File: config.mk
export PLATFORM = sky130hd
export DESIGN_NAME = line_ending_normalizer_top
export DESIGN_NICKNAME = d
export VERILOG_FILES = /design/src/lenorm_pkg.sv /design/src/lenorm_mem.sv /design/src/lenorm_emit.sv /design/src/line_ending_normalizer_top.sv
export SDC_FILE = /design/constraint.sdc
export NUM_CORES = 1
export LEC_CHECK = 0
export BUFFER_PORTS_ARGS = -buffer_cell sky130_fd_sc_hd__buf_2
export CORE_AREA = 2 2 170 172
export CTS_CLUSTER_DIAMETER = 200
export DETAILED_ROUTE_END_ITERATION = 12
export DIE_AREA = 0 0 172 174
export PLACE_DENSITY = 0.7
export SYNTH_ARGS = -nofsm -noshare
export SYNTH_HDL_FRONTEND = slang
export SYNTH_SLANG_ARGS = --single-unit
File: constraint.sdc
create_clock -name clk -period 7.3 [get_ports clk]
set_input_delay 1.46 -clock clk [delete_from_list [all_inputs] [get_ports clk]]
set_output_delay 1.46 -clock clk [all_outputs]
set_load 0.01 [all_outputs]
File: src/lenorm_pkg.sv
package lenorm_pkg;

	localparam int CNT_W = 6;

	localparam logic [7:0] CH_BS  = 8'd8;
	localparam logic [7:0] CH_LF  = 8'd10;
	localparam logic [7:0] CH_CR  = 8'd13;
	localparam logic [7:0] CH_DEL = 8'd127;

	localparam logic [1:0] PEND_NONE = 2'd0;
	localparam logic [1:0] PEND_CR   = 2'd1;
	localparam logic [1:0] PEND_LF   = 2'd2;

	localparam logic [2:0] MODE_CR   = 3'd0;
	localparam logic [2:0] MODE_LF   = 3'd1;
	localparam logic [2:0] MODE_CRLF = 3'd2;
	localparam logic [2:0] MODE_LFCR = 3'd3;
	localparam logic [2:0] MODE_KEEP = 3'd4;

	localparam logic [1:0] REG_ERASE_BS  = 2'd0;
	localparam logic [1:0] REG_ERASE_DEL = 2'd1;
	localparam logic [1:0] REG_EOL_MODE  = 2'd2;

	typedef struct packed {
		logic [1:0] tlen;
		logic [7:0] b0;
		logic [7:0] b1;
	} term_t;

	typedef struct packed {
		logic [CNT_W-1:0] len;
		logic [1:0]       tlen;
		logic [7:0]       t0;
		logic [7:0]       t1;
		logic             trunc;
		logic             last;
		logic             done;
	} job_t;

	function automatic term_t term_sel(input logic [2:0] mode, input logic [1:0] olen,
		input logic [7:0] o0, input logic [7:0] o1);
		term_t t;
		t.tlen = olen;
		t.b0   = o0;
		t.b1   = o1;
		unique case (mode)
			MODE_CR: begin
				t.tlen = 2'd1;
				t.b0   = CH_CR;
			end
			MODE_LF: begin
				t.tlen = 2'd1;
				t.b0   = CH_LF;
			end
			MODE_CRLF: begin
				t.tlen = 2'd2;
				t.b0   = CH_CR;
				t.b1   = CH_LF;
			end
			MODE_LFCR: begin
				t.tlen = 2'd2;
				t.b0   = CH_LF;
				t.b1   = CH_CR;
			end
			default: begin
				t.tlen = olen;
			end
		endcase
		return t;
	endfunction

endpackage

File: src/lenorm_mem.sv
module lenorm_mem #(
	parameter int LINE_MAX = 32
) (
	input  logic                        clk,
	input  logic                        we,
	input  logic [$clog2(LINE_MAX)-1:0] waddr,
	input  logic [7:0]                  wdata,
	input  logic                        re,
	input  logic [$clog2(LINE_MAX)-1:0] raddr,
	output logic [7:0]                  rdata
);

	logic [7:0] mem [LINE_MAX];

	always_ff @(posedge clk) begin
		if (we) begin
			mem[waddr] <= wdata;
		end
		if (re) begin
			rdata <= mem[raddr];
		end
	end

endmodule

File: src/lenorm_emit.sv
module lenorm_emit #(
	parameter int LINE_MAX = 32
) (
	input  logic                        clk,
	input  logic                        arst_n,
	input  logic                        start,
	input  lenorm_pkg::job_t            job,
	output logic                        busy,
	output logic                        rd_en,
	output logic [$clog2(LINE_MAX)-1:0] rd_addr,
	input  logic [7:0]                  rd_data,
	output logic                        out_valid,
	input  logic                        out_stall,
	output logic [7:0]                  out_byte,
	output logic                        last_of_run,
	output logic                        stream_done,
	output logic                        line_truncated
);

	localparam int AW = $clog2(LINE_MAX);

	logic                         busy_q;
	lenorm_pkg::job_t             job_q;
	logic [lenorm_pkg::CNT_W-1:0] pos_q;
	logic                         v_s1;
	logic                         mem_s1;
	logic [7:0]                   byte_s1;
	logic                         trunc_s1;
	logic                         last_s1;
	logic                         done_s1;
	logic                         out_v_q;
	logic [7:0]                   out_byte_q;
	logic                         out_last_q;
	logic                         out_done_q;
	logic                         out_trunc_q;
	logic                         load_out;
	logic                         issue;
	logic                         tok_mem;
	logic                         tok_last;
	logic [7:0]                   tok_byte;
	logic [lenorm_pkg::CNT_W-1:0] tok_end;

	assign load_out = v_s1 && (!out_v_q || !out_stall);
	assign issue    = busy_q && (!v_s1 || load_out);
	assign tok_mem  = pos_q < job_q.len;
	assign tok_end  = job_q.len + lenorm_pkg::CNT_W'(job_q.tlen) - lenorm_pkg::CNT_W'(1);
	assign tok_last = pos_q == tok_end;
	assign tok_byte = (pos_q == job_q.len) ? job_q.t0 : job_q.t1;

	assign busy    = busy_q;
	assign rd_en   = issue && tok_mem;
	assign rd_addr = pos_q[AW-1:0];

	assign out_valid      = out_v_q;
	assign out_byte       = out_byte_q;
	assign last_of_run    = out_last_q;
	assign stream_done    = out_done_q;
	assign line_truncated = out_trunc_q;

	always_ff @(posedge clk or negedge arst_n) begin
		if (!arst_n) begin
			busy_q  <= 1'b0;
			v_s1    <= 1'b0;
			out_v_q <= 1'b0;
		end else begin
			if (start) begin
				busy_q <= 1'b1;
			end else if (issue && tok_last) begin
				busy_q <= 1'b0;
			end
			if (issue) begin
				v_s1 <= 1'b1;
			end else if (load_out) begin
				v_s1 <= 1'b0;
			end
			if (load_out) begin
				out_v_q <= 1'b1;
			end else if (!out_stall) begin
				out_v_q <= 1'b0;
			end
		end
	end

	always_ff @(posedge clk) begin
		if (start) begin
			job_q <= job;
			pos_q <= '0;
		end else if (issue) begin
			pos_q <= pos_q + lenorm_pkg::CNT_W'(1);
		end
		if (issue) begin
			mem_s1   <= tok_mem;
			byte_s1  <= tok_byte;
			trunc_s1 <= job_q.trunc;
			last_s1  <= tok_last && job_q.last;
			done_s1  <= tok_last && job_q.done;
		end
		if (load_out) begin
			out_byte_q  <= mem_s1 ? rd_data : byte_s1;
			out_last_q  <= last_s1;
			out_done_q  <= done_s1;
			out_trunc_q <= trunc_s1;
		end
	end

endmodule

File: src/line_ending_normalizer_top.sv
// Line ending normalizer: buffers the characters of each text line in a line memory of LINE_MAX
// bytes with one write port and one read port, applies backspace/delete erasing, and replays the
// line followed by the terminator that eol_mode selects. Once an item that ends a line is taken,
// the line and its terminator leave the output at one byte per cycle while out_stall is low. The
// next input item waits until the replay has read the whole line and issued its terminator, and
// also until the new line's first character is written when the item that closed the line also
// starts the next one. Characters beyond LINE_MAX in one line are dropped and that line's output
// bytes carry line_truncated. The user must write configuration only while the block is idle;
// the block itself does not enforce this.
module line_ending_normalizer_top #(
	parameter int LINE_MAX = 32
) (
	input  logic       clk,
	input  logic       arst_n,
	input  logic       cfg_we,
	input  logic [1:0] cfg_index,
	input  logic [2:0] cfg_data,
	input  logic       in_valid,
	output logic       in_stall,
	input  logic [7:0] in_byte,
	input  logic       end_of_file,
	output logic       out_valid,
	input  logic       out_stall,
	output logic [7:0] out_byte,
	output logic       last_of_run,
	output logic       stream_done,
	output logic       line_truncated
);

	localparam int AW = $clog2(LINE_MAX);
	localparam int CW = lenorm_pkg::CNT_W;

	localparam logic [1:0] ST_IDLE = 2'd0;
	localparam logic [1:0] ST_WR   = 2'd1;
	localparam logic [1:0] ST_J2   = 2'd2;

	logic             erase_bs_q;
	logic             erase_del_q;
	logic [2:0]       eol_mode_q;
	logic [CW-1:0]    cnt_q;
	logic [1:0]       pend_q;
	logic             ovf_q;
	logic [1:0]       state_q;
	logic [7:0]       wbyte_q;
	logic [AW-1:0]    waddr_q;
	logic             e2ne_q;
	lenorm_pkg::job_t job2_q;

	logic             accept;
	logic             is_cr;
	logic             is_lf;
	logic             erase;
	logic             e1;
	logic             paired;
	logic             proc;
	logic             plain;
	logic [CW-1:0]    cnt_a;
	logic             ovf_a;
	logic             room;
	logic             store;
	logic [CW-1:0]    cnt_b;
	logic             ovf_b;
	logic [1:0]       pend_b;
	logic             e2;
	logic             e2ne;
	lenorm_pkg::term_t term1;
	lenorm_pkg::term_t term2;
	lenorm_pkg::job_t  job1;
	lenorm_pkg::job_t  job2;

	logic             gen_busy;
	logic             gen_start;
	lenorm_pkg::job_t gen_job;
	logic             gen_rd_en;
	logic [AW-1:0]    gen_rd_addr;
	logic             mem_we;
	logic [AW-1:0]    mem_waddr;
	logic [7:0]       mem_wdata;
	logic             mem_re;
	logic [AW-1:0]    mem_raddr;
	logic [7:0]       mem_rdata;

	assign in_stall = (state_q != ST_IDLE) || gen_busy;
	assign accept   = in_valid && !in_stall;

	always_comb begin
		is_cr  = in_byte == lenorm_pkg::CH_CR;
		is_lf  = in_byte == lenorm_pkg::CH_LF;
		erase  = (erase_bs_q && in_byte == lenorm_pkg::CH_BS) ||
			(erase_del_q && in_byte == lenorm_pkg::CH_DEL);
		e1     = pend_q != lenorm_pkg::PEND_NONE;
		paired = (pend_q == lenorm_pkg::PEND_CR && is_lf) ||
			(pend_q == lenorm_pkg::PEND_LF && is_cr);
		proc   = !paired;
		plain  = proc && !is_cr && !is_lf && !erase;
		cnt_a  = e1 ? '0 : cnt_q;
		ovf_a  = e1 ? 1'b0 : ovf_q;
		room   = cnt_a < CW'(LINE_MAX);
		store  = plain && room;
		ovf_b  = ovf_a || (plain && !room);
		if (store) begin
			cnt_b = cnt_a + CW'(1);
		end else if (proc && erase && cnt_a != '0) begin
			cnt_b = cnt_a - CW'(1);
		end else begin
			cnt_b = cnt_a;
		end
		if (proc && is_cr) begin
			pend_b = lenorm_pkg::PEND_CR;
		end else if (proc && is_lf) begin
			pend_b = lenorm_pkg::PEND_LF;
		end else begin
			pend_b = lenorm_pkg::PEND_NONE;
		end

		term1 = lenorm_pkg::term_sel(eol_mode_q, paired ? 2'd2 : 2'd1,
			(pend_q == lenorm_pkg::PEND_CR) ? lenorm_pkg::CH_CR : lenorm_pkg::CH_LF, in_byte);
		term2 = lenorm_pkg::term_sel(eol_mode_q,
			(pend_b != lenorm_pkg::PEND_NONE) ? 2'd1 : 2'd0,
			(pend_b == lenorm_pkg::PEND_CR) ? lenorm_pkg::CH_CR : lenorm_pkg::CH_LF,
			lenorm_pkg::CH_LF);
		e2   = end_of_file && (pend_b != lenorm_pkg::PEND_NONE || cnt_b != '0 || ovf_b);
		e2ne = e2 && (cnt_b != '0 || term2.tlen != 2'd0);

		job1.len   = cnt_q;
		job1.tlen  = term1.tlen;
		job1.t0    = term1.b0;
		job1.t1    = term1.b1;
		job1.trunc = ovf_q;
		job1.last  = !e2ne;
		job1.done  = end_of_file && !e2ne;

		job2.len   = cnt_b;
		job2.tlen  = term2.tlen;
		job2.t0    = term2.b0;
		job2.t1    = term2.b1;
		job2.trunc = ovf_b;
		job2.last  = 1'b1;
		job2.done  = end_of_file;
	end

	always_comb begin
		gen_start = 1'b0;
		gen_job   = job2_q;
		mem_we    = 1'b0;
		mem_waddr = waddr_q;
		mem_wdata = wbyte_q;
		unique case (state_q)
			ST_IDLE: begin
				if (accept) begin
					if (e1) begin
						gen_start = 1'b1;
						gen_job   = job1;
					end else begin
						mem_we    = store;
						mem_waddr = cnt_a[AW-1:0];
						mem_wdata = in_byte;
						gen_start = e2ne;
						gen_job   = job2;
					end
				end
			end
			ST_WR: begin
				if (!gen_busy) begin
					mem_we    = 1'b1;
					gen_start = e2ne_q;
				end
			end
			ST_J2: begin
				gen_start = !gen_busy;
			end
			default: begin
				gen_start = 1'b0;
			end
		endcase
	end

	always_ff @(posedge clk or negedge arst_n) begin
		if (!arst_n) begin
			erase_bs_q  <= 1'b0;
			erase_del_q <= 1'b0;
			eol_mode_q  <= lenorm_pkg::MODE_KEEP;
			cnt_q       <= '0;
			pend_q      <= lenorm_pkg::PEND_NONE;
			ovf_q       <= 1'b0;
			state_q     <= ST_IDLE;
		end else begin
			if (cfg_we) begin
				unique case (cfg_index)
					lenorm_pkg::REG_ERASE_BS:  erase_bs_q  <= cfg_data[0];
					lenorm_pkg::REG_ERASE_DEL: erase_del_q <= cfg_data[0];
					lenorm_pkg::REG_EOL_MODE:  eol_mode_q  <= cfg_data;
					default: begin
					end
				endcase
			end
			unique case (state_q)
				ST_IDLE: begin
					if (accept) begin
						if (end_of_file) begin
							cnt_q  <= '0;
							pend_q <= lenorm_pkg::PEND_NONE;
							ovf_q  <= 1'b0;
						end else begin
							cnt_q  <= cnt_b;
							pend_q <= pend_b;
							ovf_q  <= ovf_b;
						end
						if (e1 && store) begin
							state_q <= ST_WR;
						end else if (e1 && e2ne) begin
							state_q <= ST_J2;
						end
					end
				end
				ST_WR: begin
					if (!gen_busy) begin
						state_q <= ST_IDLE;
					end
				end
				ST_J2: begin
					if (!gen_busy) begin
						state_q <= ST_IDLE;
					end
				end
				default: begin
					state_q <= ST_IDLE;
				end
			endcase
		end
	end

	always_ff @(posedge clk) begin
		if (accept) begin
			wbyte_q <= in_byte;
			waddr_q <= cnt_a[AW-1:0];
			e2ne_q  <= e2ne;
			job2_q  <= job2;
		end
	end

	assign mem_re    = gen_rd_en;
	assign mem_raddr = gen_rd_addr;

	lenorm_mem #(
		.LINE_MAX(LINE_MAX)
	) u_mem (
		.clk   (clk),
		.we    (mem_we),
		.waddr (mem_waddr),
		.wdata (mem_wdata),
		.re    (mem_re),
		.raddr (mem_raddr),
		.rdata (mem_rdata)
	);

	lenorm_emit #(
		.LINE_MAX(LINE_MAX)
	) u_emit (
		.clk            (clk),
		.arst_n         (arst_n),
		.start          (gen_start),
		.job            (gen_job),
		.busy           (gen_busy),
		.rd_en          (gen_rd_en),
		.rd_addr        (gen_rd_addr),
		.rd_data        (mem_rdata),
		.out_valid      (out_valid),
		.out_stall      (out_stall),
		.out_byte       (out_byte),
		.last_of_run    (last_of_run),
		.stream_done    (stream_done),
		.line_truncated (line_truncated)
	);

endmodule

Word level (Yosys, flattened, before mapping)
Memory sizes are Yosys's and may differ from the RTL's. A register that Yosys moved wholly into a read port is not among the register bits. Index checks and enable logic that the tools add are counted.

Flip-flop bits (word level): 115. Bits in writable memories: 256. Memories kept: 1.

Memories: u_mem.mem (words 32, bits a word 8, read ports 1, clocked after memory_dff 1, wr ports 1, line lenorm_mem.sv:13) `logic [7:0] mem [LINE_MAX];`.

Add/sub/neg operators: 5. $lt $le $gt $ge: 2. Equality and inequality tests: 20. Multiplexer cells: 51. Reduce and logical (&&, ||, !) cells: 67.

Operator list (count): 2-to-1 mux 27 bit (3); 2-to-1 mux 8 bit (5); logical AND 1 bit (25); equality test 8 x 4 -> 1 bit, second input constant (3); 2-to-1 mux 6 bit (4); 2-to-1 mux 1 bit (17); 2-to-1 mux 2 bit (8); one-hot mux 8 bit (2 select lines) (1); 2-to-1 mux 5 bit (3); adder 6 x 1 -> 6 bit, second input constant (2); equality test 6 bit (2); one-hot mux 2 bit (2 select lines) (3); one-hot mux 3 bit (2 select lines) (2); nonzero test 2 bit (6); nonzero test 6 bit (2); subtractor 6 x 1 -> 6 bit, second input constant (2); logical NOT 1 bit (11); OR reduction 2 bit (5); logical OR 1 bit (9); 2-to-1 mux 3 bit (3); equality test 2 x 1 -> 1 bit, second input constant (4); equality test 8 x 7 -> 1 bit, second input constant (1); AND reduction 2 bit (4); adder 6 x 2 -> 6 bit (1); 13 further kinds (19).

Logic depth before layout (Yosys ltp)
Gate-level depths: netlist of run 1.

Word-level depth: 19. Depth in mapped cells: 12.

Cells and area by module
From an unflattened synthesis of run 1, not the netlist that was laid out.

Cells, all modules: 879. Area total of the unflattened synthesis: 15537.4 sq um.

By module, submodules not included: lenorm_mem (times used 1, cells each 417, area each 10133.5 sq um, sequential area each 7927.6 sq um); line_ending_normalizer_top (times used 1, cells each 299, area each 2904.0 sq um, sequential area each 1242.4 sq um); lenorm_emit (times used 1, cells each 163, area each 2499.9 sq um, sequential area each 1696.6 sq um).

Worst setup path after synthesis of run 1
OpenSTA, ideal clock, no wires.

Path kind: input -> register. Start point: in in_byte[7]. End point: reg u_emit.job_q[0] (netlist name), enable pin. Library setup time: 0.349 ns. Arrival time: 4.018 ns. Data required time: 6.951 ns. Setup slack: 2.934 ns. Stages: 8. Cell sequence: nand2b_1 -> or4_4 -> a21oi_4 -> a32o_2 -> xor2_1 -> or4_4 -> o31a_4 -> or2_1.

Longest elaborated chain between the ends: 17.

Ends and longest elaborated chain: start: declaration (line line_ending_normalizer_top.sv:20) `input logic [7:0] in_byte,`; equality test 8 x 4 -> 1 bit, on equally long branches (line line_ending_normalizer_top.sv:88, line_ending_normalizer_top.sv:87); logical AND 1 bit, on equally long branches (line line_ending_normalizer_top.sv:92, line_ending_normalizer_top.sv:93); logical OR 1 bit (line line_ending_normalizer_top.sv:92) `paired = (pend_q == lenorm_pkg::PEND_CR && is_lf) ||`; logical NOT 1 bit (line line_ending_normalizer_top.sv:94) `proc = !paired;`; logical AND 1 bit (3 in series) (line line_ending_normalizer_top.sv:95) `plain = proc && !is_cr && !is_lf && !erase;`; logical AND 1 bit (line line_ending_normalizer_top.sv:99) `store = plain && room;`; 2-to-1 mux 6 bit (*) (line line_ending_normalizer_top.sv:101) `if (store) begin`; via cnt_b[4] (line line_ending_normalizer_top.sv:61) `logic [CW-1:0] cnt_b;`; nonzero test 6 bit (*) (line line_ending_normalizer_top.sv:122, line_ending_normalizer_top.sv:123); logical OR 1 bit (2 in series) (line line_ending_normalizer_top.sv:122) `e2 = end_of_file && (pend_b != lenorm_pkg::PEND_NONE || cnt_b != '0 || ovf_b);`; logical AND 1 bit (line line_ending_normalizer_top.sv:122); logical AND 1 bit (*) (line line_ending_normalizer_top.sv:123) `e2ne = e2 && (cnt_b != '0 || term2.tlen != 2'd0);`; 2-to-1 mux 1 bit (*) (line line_ending_normalizer_top.sv:151) `if (e1) begin`; 2-to-1 mux 1 bit (*) (line line_ending_normalizer_top.sv:150) `if (accept) begin`; one-hot mux 1 bit (3 select lines) (*) (line line_ending_normalizer_top.sv:148) `unique case (state_q)`; via gen_start (line line_ending_normalizer_top.sv:72) `logic gen_start;`; end signal: assignment (line lenorm_emit.sv:86) `job_q <= job;`; end: declaration (line lenorm_emit.sv:23) `lenorm_pkg::job_t job_q;`.

Mark *: on every way through the listed nets, which the timed path passes. The rest lies on a longest branch. A chain may end at the register's enable or synchronous reset.

Worst setup path after layout of run 1
Start point: in in_byte[1]. End point: mem u_mem.mem[18][7], enable pin.

Longest elaborated chain between the ends: 13.

Ends and longest elaborated chain: equality test 8 x 4 -> 1 bit, on equally long branches (line line_ending_normalizer_top.sv:88, line_ending_normalizer_top.sv:87); logical AND 1 bit, on equally long branches (line line_ending_normalizer_top.sv:92, line_ending_normalizer_top.sv:93); logical OR 1 bit (line line_ending_normalizer_top.sv:92); logical NOT 1 bit (line line_ending_normalizer_top.sv:94); logical AND 1 bit (2 in series) (line line_ending_normalizer_top.sv:95); logical AND 1 bit (*) (line line_ending_normalizer_top.sv:95); logical AND 1 bit (*) (line line_ending_normalizer_top.sv:99); 2-to-1 mux 1 bit (*) (line line_ending_normalizer_top.sv:151); 2-to-1 mux 1 bit (*) (line line_ending_normalizer_top.sv:150); one-hot mux 1 bit (2 select lines) (*) (line line_ending_normalizer_top.sv:148); 2-to-1 mux 1 bit (*) (line lenorm_mem.sv:16) `if (we) begin`; 2-to-1 mux 1 bit (not written as such) (*) (line lenorm_mem.sv:17) `mem[waddr] <= wdata;`; end: declaration (line lenorm_mem.sv:13).

Every way passes the cells marked *; elsewhere a longest branch is shown, timed or not.

==> results of run 1 <==
-- cells by family after synthesis --
group,Yosys count
flops,361
compound gates,89
buf+inv,65
mux,116
simple gates,182
fa+ha+maj,21
xor+xnor,22
-- flip-flops by register name, summed over array words and instances, names as in the netlist, 2 cells and up --
signal and cells:
cnt_q 6, eol_mode_q 3, job2_q 14, pend_q 2
state_q 2, u_emit.byte_s1 8, u_emit.job_q 21, u_emit.out_byte 8
u_emit.pos_q 6, u_mem.mem 256, u_mem.rdata 8, waddr_q 5
wbyte_q 8
-- cell usage after synthesis (5+ instances only) --
| master | n |
|---|---|
| and3_1 | 6 |
| nor3_1 | 10 |
| nand3_1 | 6 |
| a21oi_1 | 15 |
| xor2_1 | 8 |
| dfrtp_1 | 18 |
| clkbuf_1 | 31 |
| or2_2 | 5 |
| mux2_2 | 33 |
| mux4_2 | 80 |
| a31oi_1 | 9 |
| ha_1 | 20 |
| a22o_1 | 6 |
| nand3b_1 | 6 |
| nor2_1 | 59 |
| and2_1 | 6 |
| dfxtp_1 | 6 |
| nor2b_1 | 9 |
| a21o_1 | 6 |
| nand2b_1 | 6 |
| edfxtp_1 | 336 |
| xnor2_1 | 13 |
| o21ai_0 | 20 |
| nor3b_1 | 5 |
| inv_1 | 24 |
| nand2_1 | 46 |
-- where the power goes --
group | total (mW) | leakage [nW] | switching, mW | internal, mW
logic | 1.47 | 1.74 | 0.775 | 0.700
clock network | 1.79 | 0.573 | 0.742 | 1.05
registers | 2.67 | 3.33 | 0.155 | 2.52
total | 5.94 | 5.64 | 1.67 | 4.27
-- final timing paths --
path	startpoint	cells past startpoint	endpoint	slack (ns)
worst max-delay path	in_byte[1]	8	u_mem.mem[18][7]	2.57
worst min-delay path	u_emit.job_q[2]	0	u_emit.trunc_s1	0.42
worst max register to register	state_q[0]	10	u_mem.mem[18][7]	3.08
worst min register to register	u_emit.job_q[2]	0	u_emit.trunc_s1	0.42
max in group asynchronous	arst_n	1	eol_mode_q[2]	6.04
min in group asynchronous	arst_n	1	u_emit.out_valid	0.90
-- per-layer routing --
metal	share of wire	track usage	wire length [um]
met5	0	0	0
met3	0.058	0.0328	1780
met2	0.47	0.329	14500
met1	0.45	0.326	13800
met4	0.026	0.0697	799
-- layout make-up --
type                       instances  area (um2)
fill                            2126       11400
timing repair buffer              42         238
inverter                          24        90.1
multi-input combinational        430        4210
clock inverter                    18         136
clock buffer                      47        1020
sequential                       361       10700
tap                              384         480
-- critical path: stages --
cell,delay (ns)
buf_2,0.18
and3b_1,0.24
a211o_2,0.31
a21oi_2,0.45
nand2_1,0.22
o32ai_1,0.93
o21ai_0,0.45
nor2_1,0.64
==> out/metrics.cfg, run 1 <==
[die]
die_width_um=172
floorplan.die_area_um2=29900
initial_utilization=0.537
core-area_um2=28200
core.rowCount=62
io_pins=32
dieHeight_um=174

[synthesis]
syn_avg_cell_area_um2=17.7
synthSimpleGateAreaFrac=0.0597
synth_mux_area_frac=0.145
synth_top_cell_area_share=0.665
yosysUniqueCellTypes=71
syn_nets=896
syn_inst=856
synth_fa_ha_area_frac=0.0178
yosysWarnings=0
synth-edff-count=336
synthArstFlopShare=0.0526
synth_top_area_cell=edfxtp_1
synth.cell_area_um2=15200
yosys-top-cells-area=edfxtp_1 (67%), mux4_2 (12%), dfrtp_1 (3.0%)
synthXorXnorAreaFrac=0.0132
yosysSeqAreaShare=0.705
synth_top_family_by_area=multiplexers
ys_ff_latch=361
synth-compound-area-share=0.0417
synthFlopType=edfxtp_1

[critical_path]
critPathRequiredTime_ns=7.46
worstPathArrival_ns=4.89
cp-start-kind=input port
criticalPathCategory=in -> reg
setup.worst_path.end_class=register
worst-path-max-fanout=11

[routing]
drc=0
vias=7642
routed_via_density=5.85
drt_iter0_drc=684
ant_nets=0
wl_per_cell_um=23.6
drt_wl_total_um=30800
dr.pass1.iters=5

[timing]
holdWs_ns=0.421
fin_tns_setup_ns=0
setup_ws_ns=2.57
skew_ns=0.00928
slew_violations=0
tightest_slew_ns=1.16
rsz0062_at_grt=no
fmax_mhz=211
min_period_ns=4.73
finalSetupViolCount=0
fin_crit_sh=0.648
max_slew_margin=0.221
hold_viol_final=0

[global_route]
grt_first_pass_wirelength_um=47200
antenna_found_initial=0
grt_max_degree=48
track_usage=0.216
grt_pass1_vias=7705
grt_overflow=0

[clock_network]
root_buffer=clkbuf_16
clockBufferDepth=3
ctsResizeCount=0
cts_tree=built
cts_max_level=2
path_clk_slew_ns=0.06
cts_setup_buffers=0
postCtsHoldBufs=0
clk_latency_ns=0.53
clkSinkCount=361
cts_made_buffers=37

[hold_path]
hold_class=reg -> reg

[cells_and_area]
diodes=0
final_core_util=0.597
area_growth_pct=11.2
final_cell_mix=edfxtp_1 (336), mux4_2 (80), nor2_1 (59)
final_cells=1306
layout_commonest_cell=edfxtp_1
final_area_um2=16900
nNetsFinal=936
drive_gt1_frac=0.253

[placement]
dp_slack_ns=2.11
globalplace.congestion=0.876
dp_hpwl_um=19600
placed_cell_area_um2=15700
io_buffers=31
dp.cells=1241

[power_and_ir_drop]
power_density_nw_per_um2=352
total_power_mw=5.94
vdd_drop_max_mv=0.235
leakagePower_nw=5.64

[job]
drv_cap=0

[run_status]
run_status=finished, final reports clean

(Power assumes the default switching activity.)
==> run 2, diff against run 1 <==
--- a/config.mk
+++ b/config.mk
@@ -5,12 +5,13 @@
 export SDC_FILE = /design/constraint.sdc
 export NUM_CORES = 1
 export LEC_CHECK = 0
+export ABC_AREA = 1
 export BUFFER_PORTS_ARGS = -buffer_cell sky130_fd_sc_hd__buf_2
-export CORE_AREA = 2 2 170 172
+export CORE_AREA = 2 2 171 173
 export CTS_CLUSTER_DIAMETER = 200
 export DETAILED_ROUTE_END_ITERATION = 12
-export DIE_AREA = 0 0 172 174
-export PLACE_DENSITY = 0.7
+export DIE_AREA = 0 0 173 175
+export PLACE_DENSITY = 0.71
 export SYNTH_ARGS = -nofsm -noshare
 export SYNTH_HDL_FRONTEND = slang
 export SYNTH_SLANG_ARGS = --single-unit
==> constraint.sdc (replaced) <==
create_clock -name clk -period 4.7 [get_ports clk]
set_input_delay 0.94 -clock clk [delete_from_list [all_inputs] [get_ports clk]]
set_output_delay 0.94 -clock clk [all_outputs]
set_load 0.01 [all_outputs]
==> out/metrics.cfg, run 2 <==
[critical_path]
crit_slowest_cell=inv_1
r2r_slack_ns=1.08  ; -2.00 ns
cp-start-kind=register
cp_num_buf_inv=4  ; +3
worstReg2RegEnd=u_emit.job_q[24]
criticalPathCategory=reg -> reg
worst-path-max-fanout=21  ; +10
cpLargestDelayFamily=simple AND/OR/NAND/NOR gates
slowest_delay_ns=0.57  ; -0.36 ns
worstPathArrival_ns=3.78  ; -1.11 ns
reg2reg_depth=18  ; +8
critPathRequiredTime_ns=4.85  ; -2.61 ns
crit_chain=nor2_4 > inv_4 > nor2_1 > inv_1 > ha_1 > nand2_1 > inv_1 > nand3_2 > nand2_1 > nand3_1 > nand2_1 > nand3_1 > nor2_2 > nand2_2 > nand3_2 > nand2_4 > nand2_1 > inv_1
rr_startpoint=pend_q[1]
crit_top_cell=nand2_1
setup.worst_path.end_class=register

[clock_network]
root_buffer=clkbuf_16
clkSinkCount=361  ; unchanged
cts_max_level=2  ; unchanged
clk_latency_ns=0.53  ; about the same
cts_tree=built
clockBufferDepth=3  ; unchanged
postCtsHoldBufs=0  ; unchanged
cts_setup_buffers=0  ; unchanged
cts_made_buffers=37  ; unchanged
ctsResizeCount=0  ; unchanged
path_clk_slew_ns=0.06  ; about the same

[placement]
globalplace.congestion=0.847  ; -3.3%
io_buffers=31  ; unchanged
placed_cell_area_um2=16100  ; +2.2%
dp_hpwl_um=22300  ; +14%

[routing]
drt_iter0_drc=1388  ; +100%
drt_wl_total_um=35900  ; +16%
ant_nets=0  ; unchanged
drc=0  ; unchanged
wl_per_cell_um=20.6  ; -13%
routed_via_density=5.76  ; -1.6%
vias=10000  ; +31%
dr.pass1.iters=5  ; unchanged

[timing]
finalSetupViolCount=0  ; unchanged
min_period_ns=3.62
tightest_slew_ns=1.16  ; +0.00119 ns
hold_viol_final=0  ; unchanged
max_slew_margin=0.222  ; +0.00154
rsz0062_at_grt=no
fmax_mhz=276
skew_ns=0.0177  ; +0.00847 ns
fin_tns_setup_ns=0  ; unchanged
slew_violations=0  ; unchanged
fin_crit_sh=0.771
holdWs_ns=0.387  ; -0.0332 ns

[global_route]
antenna_found_initial=0  ; unchanged
track_usage=0.237  ; +0.0210
grt_overflow=0  ; unchanged
grt_max_degree=107  ; +120%
grt_pass1_vias=9734  ; +26%
grt_first_pass_wirelength_um=54700  ; +16%

[synthesis]
yosysMostFrequentCell=edfxtp_1
syn_nets=1341  ; +50%
synthArstFlopShare=0.0526  ; unchanged
synth.cell_area_um2=15500  ; +1.9%
yosysWarnings=0  ; unchanged
yosys-top-cells-area=edfxtp_1 (65%), o21ai_0 (5.1%), nor2_1 (5.0%)
syn_inst=1301  ; +52%
yosysSeqAreaShare=0.692  ; -0.0131
synth_top_cell_area_share=0.653  ; -0.0124
ys_ff_latch=361  ; unchanged
syn_avg_cell_area_um2=11.9  ; -33%
synthFlopType=edfxtp_1
synth_commonest_cells=edfxtp_1 (336), nor2_1 (204), o21ai_0 (158), nand2_1 (136), inv_1 (96)
synth-edff-count=336  ; unchanged
synth_top_area_cell=edfxtp_1
yosysUniqueCellTypes=46  ; -35%

[power_and_ir_drop]
seqPwrFrac=0.405  ; -0.045
internal_power_mw=6.68  ; +56%
leakagePower_nw=6.18  ; +9.5%
power_frac_clock=0.271  ; -0.031
swShare=0.364  ; +0.0828
pwr-share-comb=0.324  ; +0.076
vdd_drop_max_mv=0.365  ; +56%
p_sw_mw=3.82  ; +130%
power_density_nw_per_um2=608  ; +73%

[cells_and_area]
layout_commonest_cell=edfxtp_1
drive_gt1_frac=0.121  ; -0.131
largest_reg_flops=256  ; unchanged
final_cell_mix=edfxtp_1 (336), nor2_1 (204), o21ai_0 (150)
top_regs=u_mem.mem x256, u_emit.job_q x21, job2_q x14
final_area_um2=17300  ; +2.3%
area_growth_pct=11.7
top_register=u_mem.mem
nNetsFinal=1371  ; +46%

[die]
core-area_um2=28400  ; +0.55%
dieHeight_um=175  ; +0.57%
io_pins=32  ; unchanged
initial_utilization=0.544  ; +0.00720
die_width_um=173  ; +0.58%
core.rowCount=62  ; unchanged
floorplan.die_area_um2=30300  ; +1.2%

[job]
drv_cap=0  ; unchanged

[run_status]
run_status=finished, final reports clean

[hold_path]
hold_class=in -> async

run 2: cell count changes in the layout (fill, tap and decap cells not counted), sizes merged, moves of 8 or more:
cell and change:
nand4 +13, nand2 +103, o22ai +48, nor2b -9
a31oi -9, a22o -8, mux4 -80, o221ai +29
mux2 -24, inv +79, nor2 +153, nand3 +42
o21ai +141
run 2: final cells by class:
type | count | area, um2
Fill cell | 2238 | 11100
Sequential cell | 361 | 10700
Multi-Input combinational cell | 775 | 4200
Clock buffer | 44 | 983
Tap cell | 384 | 480
Inverter | 107 | 405
Timing Repair Buffer | 49 | 290
Clock inverter | 23 | 211
Antenna cell | 1 | 2.50
run 2: how the worst max path moves through the flow:
stage | slack [ns] | start | end | cells after the start
CTS | 1.09 | pend_q[1] | u_emit.job_q[4] | 18
global placement | 1.15 | pend_q[1] | u_emit.job_q[3] | 18
global route | 0.82 | pend_q[1] | u_emit.job_q[5] | 20
finish | 1.08 | pend_q[1] | u_emit.job_q[24] | 18
detailed placement | 1.08 | in_byte[7] | u_emit.job_q[24] | 16
floorplan | 1.43 | in_valid | u_mem.mem[0][0] | 6
run 2: per-layer routing:
| layer | vias to the layer above | share of wire | global-route usage |
|---|---|---|---|
| li1 | 4727 | - | - |
| met3 | 81 | 0.075 | 0.0368 |
| met1 | 4797 | 0.41 | 0.323 |
| met5 | - | 0 | 0 |
| met2 | 434 | 0.48 | 0.386 |
| met4 | 0 | 0.037 | 0.0978 |
run 2: power by group through the flow:
stage / registers (mW) / logic (mW) / clock network [mW]
2_1_floorplan: 4.21 / 2.33 / 0
3_3_place_gp: 4.30 / 3.29 / 0
3_5_place_dp: 4.31 / 3.35 / 0
4_1_cts: 4.24 / 3.38 / 2.88
5_1_grt: 4.28 / 3.74 / 3.01
6_report: 4.25 / 3.40 / 2.85
run 2: cells by family (layout without fill, tap and decap cells):
family / count (synthesis) / in the layout / share of synthesized area
compound gates: 285 / 285 / 0.110
mux: 9 / 9 / 0.00656
buf+inv: 165 / 223 / 0.0413
xor+xnor: 20 / 20 / 0.0113
fa+ha+maj: 21 / 21 / 0.0175
flops: 361 / 361 / 0.692
other cells: 0 / 1 / 0
simple gates: 440 / 440 / 0.122
run 2: per-stage QoR:
stage	setup WS, ns	total power [mW]	instances	util
CTS	1.09	10.5	1743	0.608
finish	1.08	10.5	1744	0.608
global route	0.823	11.0	1743	0.608
detailed placement	1.08	7.66	1676	0.566
global placement	1.15	7.58	1676	0.566
floorplan	1.43	6.54	1301	-
==> run 3, diff against run 2 <==
--- a/config.mk
+++ b/config.mk
@@ -5,13 +5,13 @@
 export SDC_FILE = /design/constraint.sdc
 export NUM_CORES = 1
 export LEC_CHECK = 0
-export ABC_AREA = 1
+export ABC_AREA = 0
 export BUFFER_PORTS_ARGS = -buffer_cell sky130_fd_sc_hd__buf_2
-export CORE_AREA = 2 2 171 173
+export CORE_AREA = 2 2 170 172
 export CTS_CLUSTER_DIAMETER = 200
 export DETAILED_ROUTE_END_ITERATION = 12
-export DIE_AREA = 0 0 173 175
-export PLACE_DENSITY = 0.71
+export DIE_AREA = 0 0 172 174
+export PLACE_DENSITY = 0.73
 export SYNTH_ARGS = -nofsm -noshare
 export SYNTH_HDL_FRONTEND = slang
 export SYNTH_SLANG_ARGS = --single-unit
==> constraint.sdc (replaced) <==
create_clock -name clk -period 3.2 [get_ports clk]
set_input_delay 0.64 -clock clk [delete_from_list [all_inputs] [get_ports clk]]
set_output_delay 0.64 -clock clk [all_outputs]
set_load 0.01 [all_outputs]
==> out/metrics.cfg, run 3 (synthesis gave the netlist of run 1 again) <==
[run_status]
run_status=finished, final reports clean

[die]
initial_utilization=0.537  ; -0.00720
io_pins=32  ; unchanged
die_width_um=172  ; -0.58%
core-area_um2=28200  ; -0.55%
dieHeight_um=174  ; -0.57%
floorplan.die_area_um2=29900  ; -1.1%
core.rowCount=62  ; unchanged

[timing]
min_period_ns=3.08  ; -0.548 ns
skew_ns=0.0213  ; +0.00354 ns
fmax_mhz=325  ; +18%
max_slew_margin=0.244  ; +0.0215
holdWs_ns=0.0777  ; -0.310 ns
slew_violations=0  ; unchanged
tightest_slew_ns=1.13  ; -0.0355 ns
hold_viol_final=0  ; unchanged
rsz0062_at_grt=no
finalSetupViolCount=0  ; unchanged
fin_crit_sh=0.961  ; +0.190

[clock_network]
clockBufferDepth=3  ; unchanged
cts_tree=built
path_clk_slew_ns=0.06  ; about the same
cts_max_level=2  ; unchanged
clkSinkCount=361  ; unchanged
root_buffer=clkbuf_16
clk_latency_ns=0.53  ; about the same
cts_made_buffers=36  ; -2.7%

[routing]
dr.pass1.iters=5  ; unchanged
wl_per_cell_um=22.4  ; +8.9%
vias=8052  ; -20%
drt_wl_total_um=31300  ; -13%
routed_via_density=5.76  ; about the same
ant_nets=0  ; unchanged
drt_iter0_drc=923  ; -34%
drc=0  ; unchanged

[critical_path]
cpLargestDelayFamily=simple AND/OR/NAND/NOR gates
criticalPathCategory=reg -> reg
setup.worst_path.end_class=register
cp-start-kind=register
worstPathArrival_ns=3.33  ; -0.45 ns
crit_slowest_cell=or4_4
cp_num_buf_inv=0  ; -4
rr_startpoint=pend_q[1]
worstReg2RegEnd=u_emit.job_q[10]
crit_chain=nor2_4 > nand2_2 > ha_1 > o21a_1 > a21oi_4 > a32o_2 > xor2_1 > or4_4 > o31a_4 > or2_4
reg2reg_depth=10  ; -8
slowest_delay_ns=0.50  ; -0.07 ns
critPathRequiredTime_ns=3.45  ; -1.40 ns
worst-path-max-fanout=11  ; -48%
r2r_slack_ns=0.12  ; -0.95 ns

[power_and_ir_drop]
vdd_drop_max_mv=0.393  ; +7.6%
power_density_nw_per_um2=793  ; +30%
leakagePower_nw=6.20  ; +0.30%

[cells_and_area]
largest_reg_flops=256  ; unchanged
top_regs=u_mem.mem x256, u_emit.job_q x21, job2_q x14
area_growth_pct=17.1
drive_gt1_frac=0.334  ; +0.213
nNetsFinal=1028  ; -25%
layout_commonest_cell=edfxtp_1
top_register=u_mem.mem
final_cell_mix=edfxtp_1 (336), buf_4 (100), mux4_2 (80)
final_core_util=0.629  ; +0.0207

[global_route]
track_usage=0.217  ; -0.0204
grt_pass1_vias=7877  ; -19%
grt_max_degree=65  ; -39%
antenna_found_initial=1  ; +1
grt_first_pass_wirelength_um=47300  ; -13%
grt_overflow=0  ; unchanged

[placement]
dp_hpwl_um=20100  ; -10%
io_buffers=31  ; unchanged
globalplace.congestion=0.872  ; +3.0%

[job]
drv_cap=0  ; unchanged

[hold_path]
hold_class=in -> async

-- run 3: changes by cell type in the layout (fill, tap and decap cells not counted), sizes merged, moves of 48 or more --
cell,change
inv,-79
o21ai,-141
nand2,-103
mux4,+80
o22ai,-48
buf,+85
nor2,-153
-- run 3: worst max-delay path by stage --
| stage | start | end | slack, ns | depth (start not counted) |
|---|---|---|---|---|
| 3_5_place_dp | in_byte[7] | u_emit.job_q[9] | -0.28 | 9 |
| 2_1_floorplan | in_byte[7] | u_emit.job_q[0] | -0.13 | 8 |
| 3_3_place_gp | in_byte[1] | u_emit.job_q[4] | -0.23 | 9 |
| 4_1_cts | pend_q[1] | u_emit.job_q[10] | 0.03 | 9 |
| 6_report | pend_q[1] | u_emit.job_q[10] | 0.12 | 10 |
| 5_1_grt | pend_q[1] | u_emit.job_q[22] | 0.02 | 10 |
-- run 3: routing by layer --
layer	GRT usage	vias to the layer above	routed length, um	part of all wire
met1	0.320	4054	13000	0.42
met5	0	-	0	0
met2	0.331	297	15000	0.48
li1	-	3661	-	-
met3	0.0476	40	2690	0.086
met4	0.0613	0	630	0.020
-- run 3: stage by stage --
step                      setup slack [ns]  cells  power (mW)  instance area (um2)  TNS, ns
after floorplan                     -0.130    856        8.49                15200    -2.73
after global placement              -0.235   1332        9.69                16500    -5.13
after detailed placement            -0.281   1332        9.74                16500    -7.67
after CTS                           0.0349   1396        14.2                17700        0
after global routing                0.0176   1398        14.7                17700        0
final                                0.124   1399        14.1                17800        0
-- run 3: repair_timing --
action / in CTS / in global routing
resized for setup: 0 / 4
setup buffers: 0 / 1
setup endpoints to repair: 0 / 21
hold buffers: 0 / 0
-- run 3: power breakdown --
part / switching (mW) / total (mW) / internal (mW)
clock: 1.72 / 4.43 / 2.72
sequential: 0.182 / 5.93 / 5.75
combinational: 1.99 / 3.72 / 1.73
-- run 3: layout make-up --
cell class / instances / area [um2]
flip-flops and latches: 361 / 10700
clock inverters: 26 / 345
repair buffers: 134 / 966
inverters: 24 / 90.1
fillers: 1981 / 10500
multi-input cells: 431 / 4270
well taps: 384 / 480
clock buffers: 38 / 908
diodes: 1 / 2.50
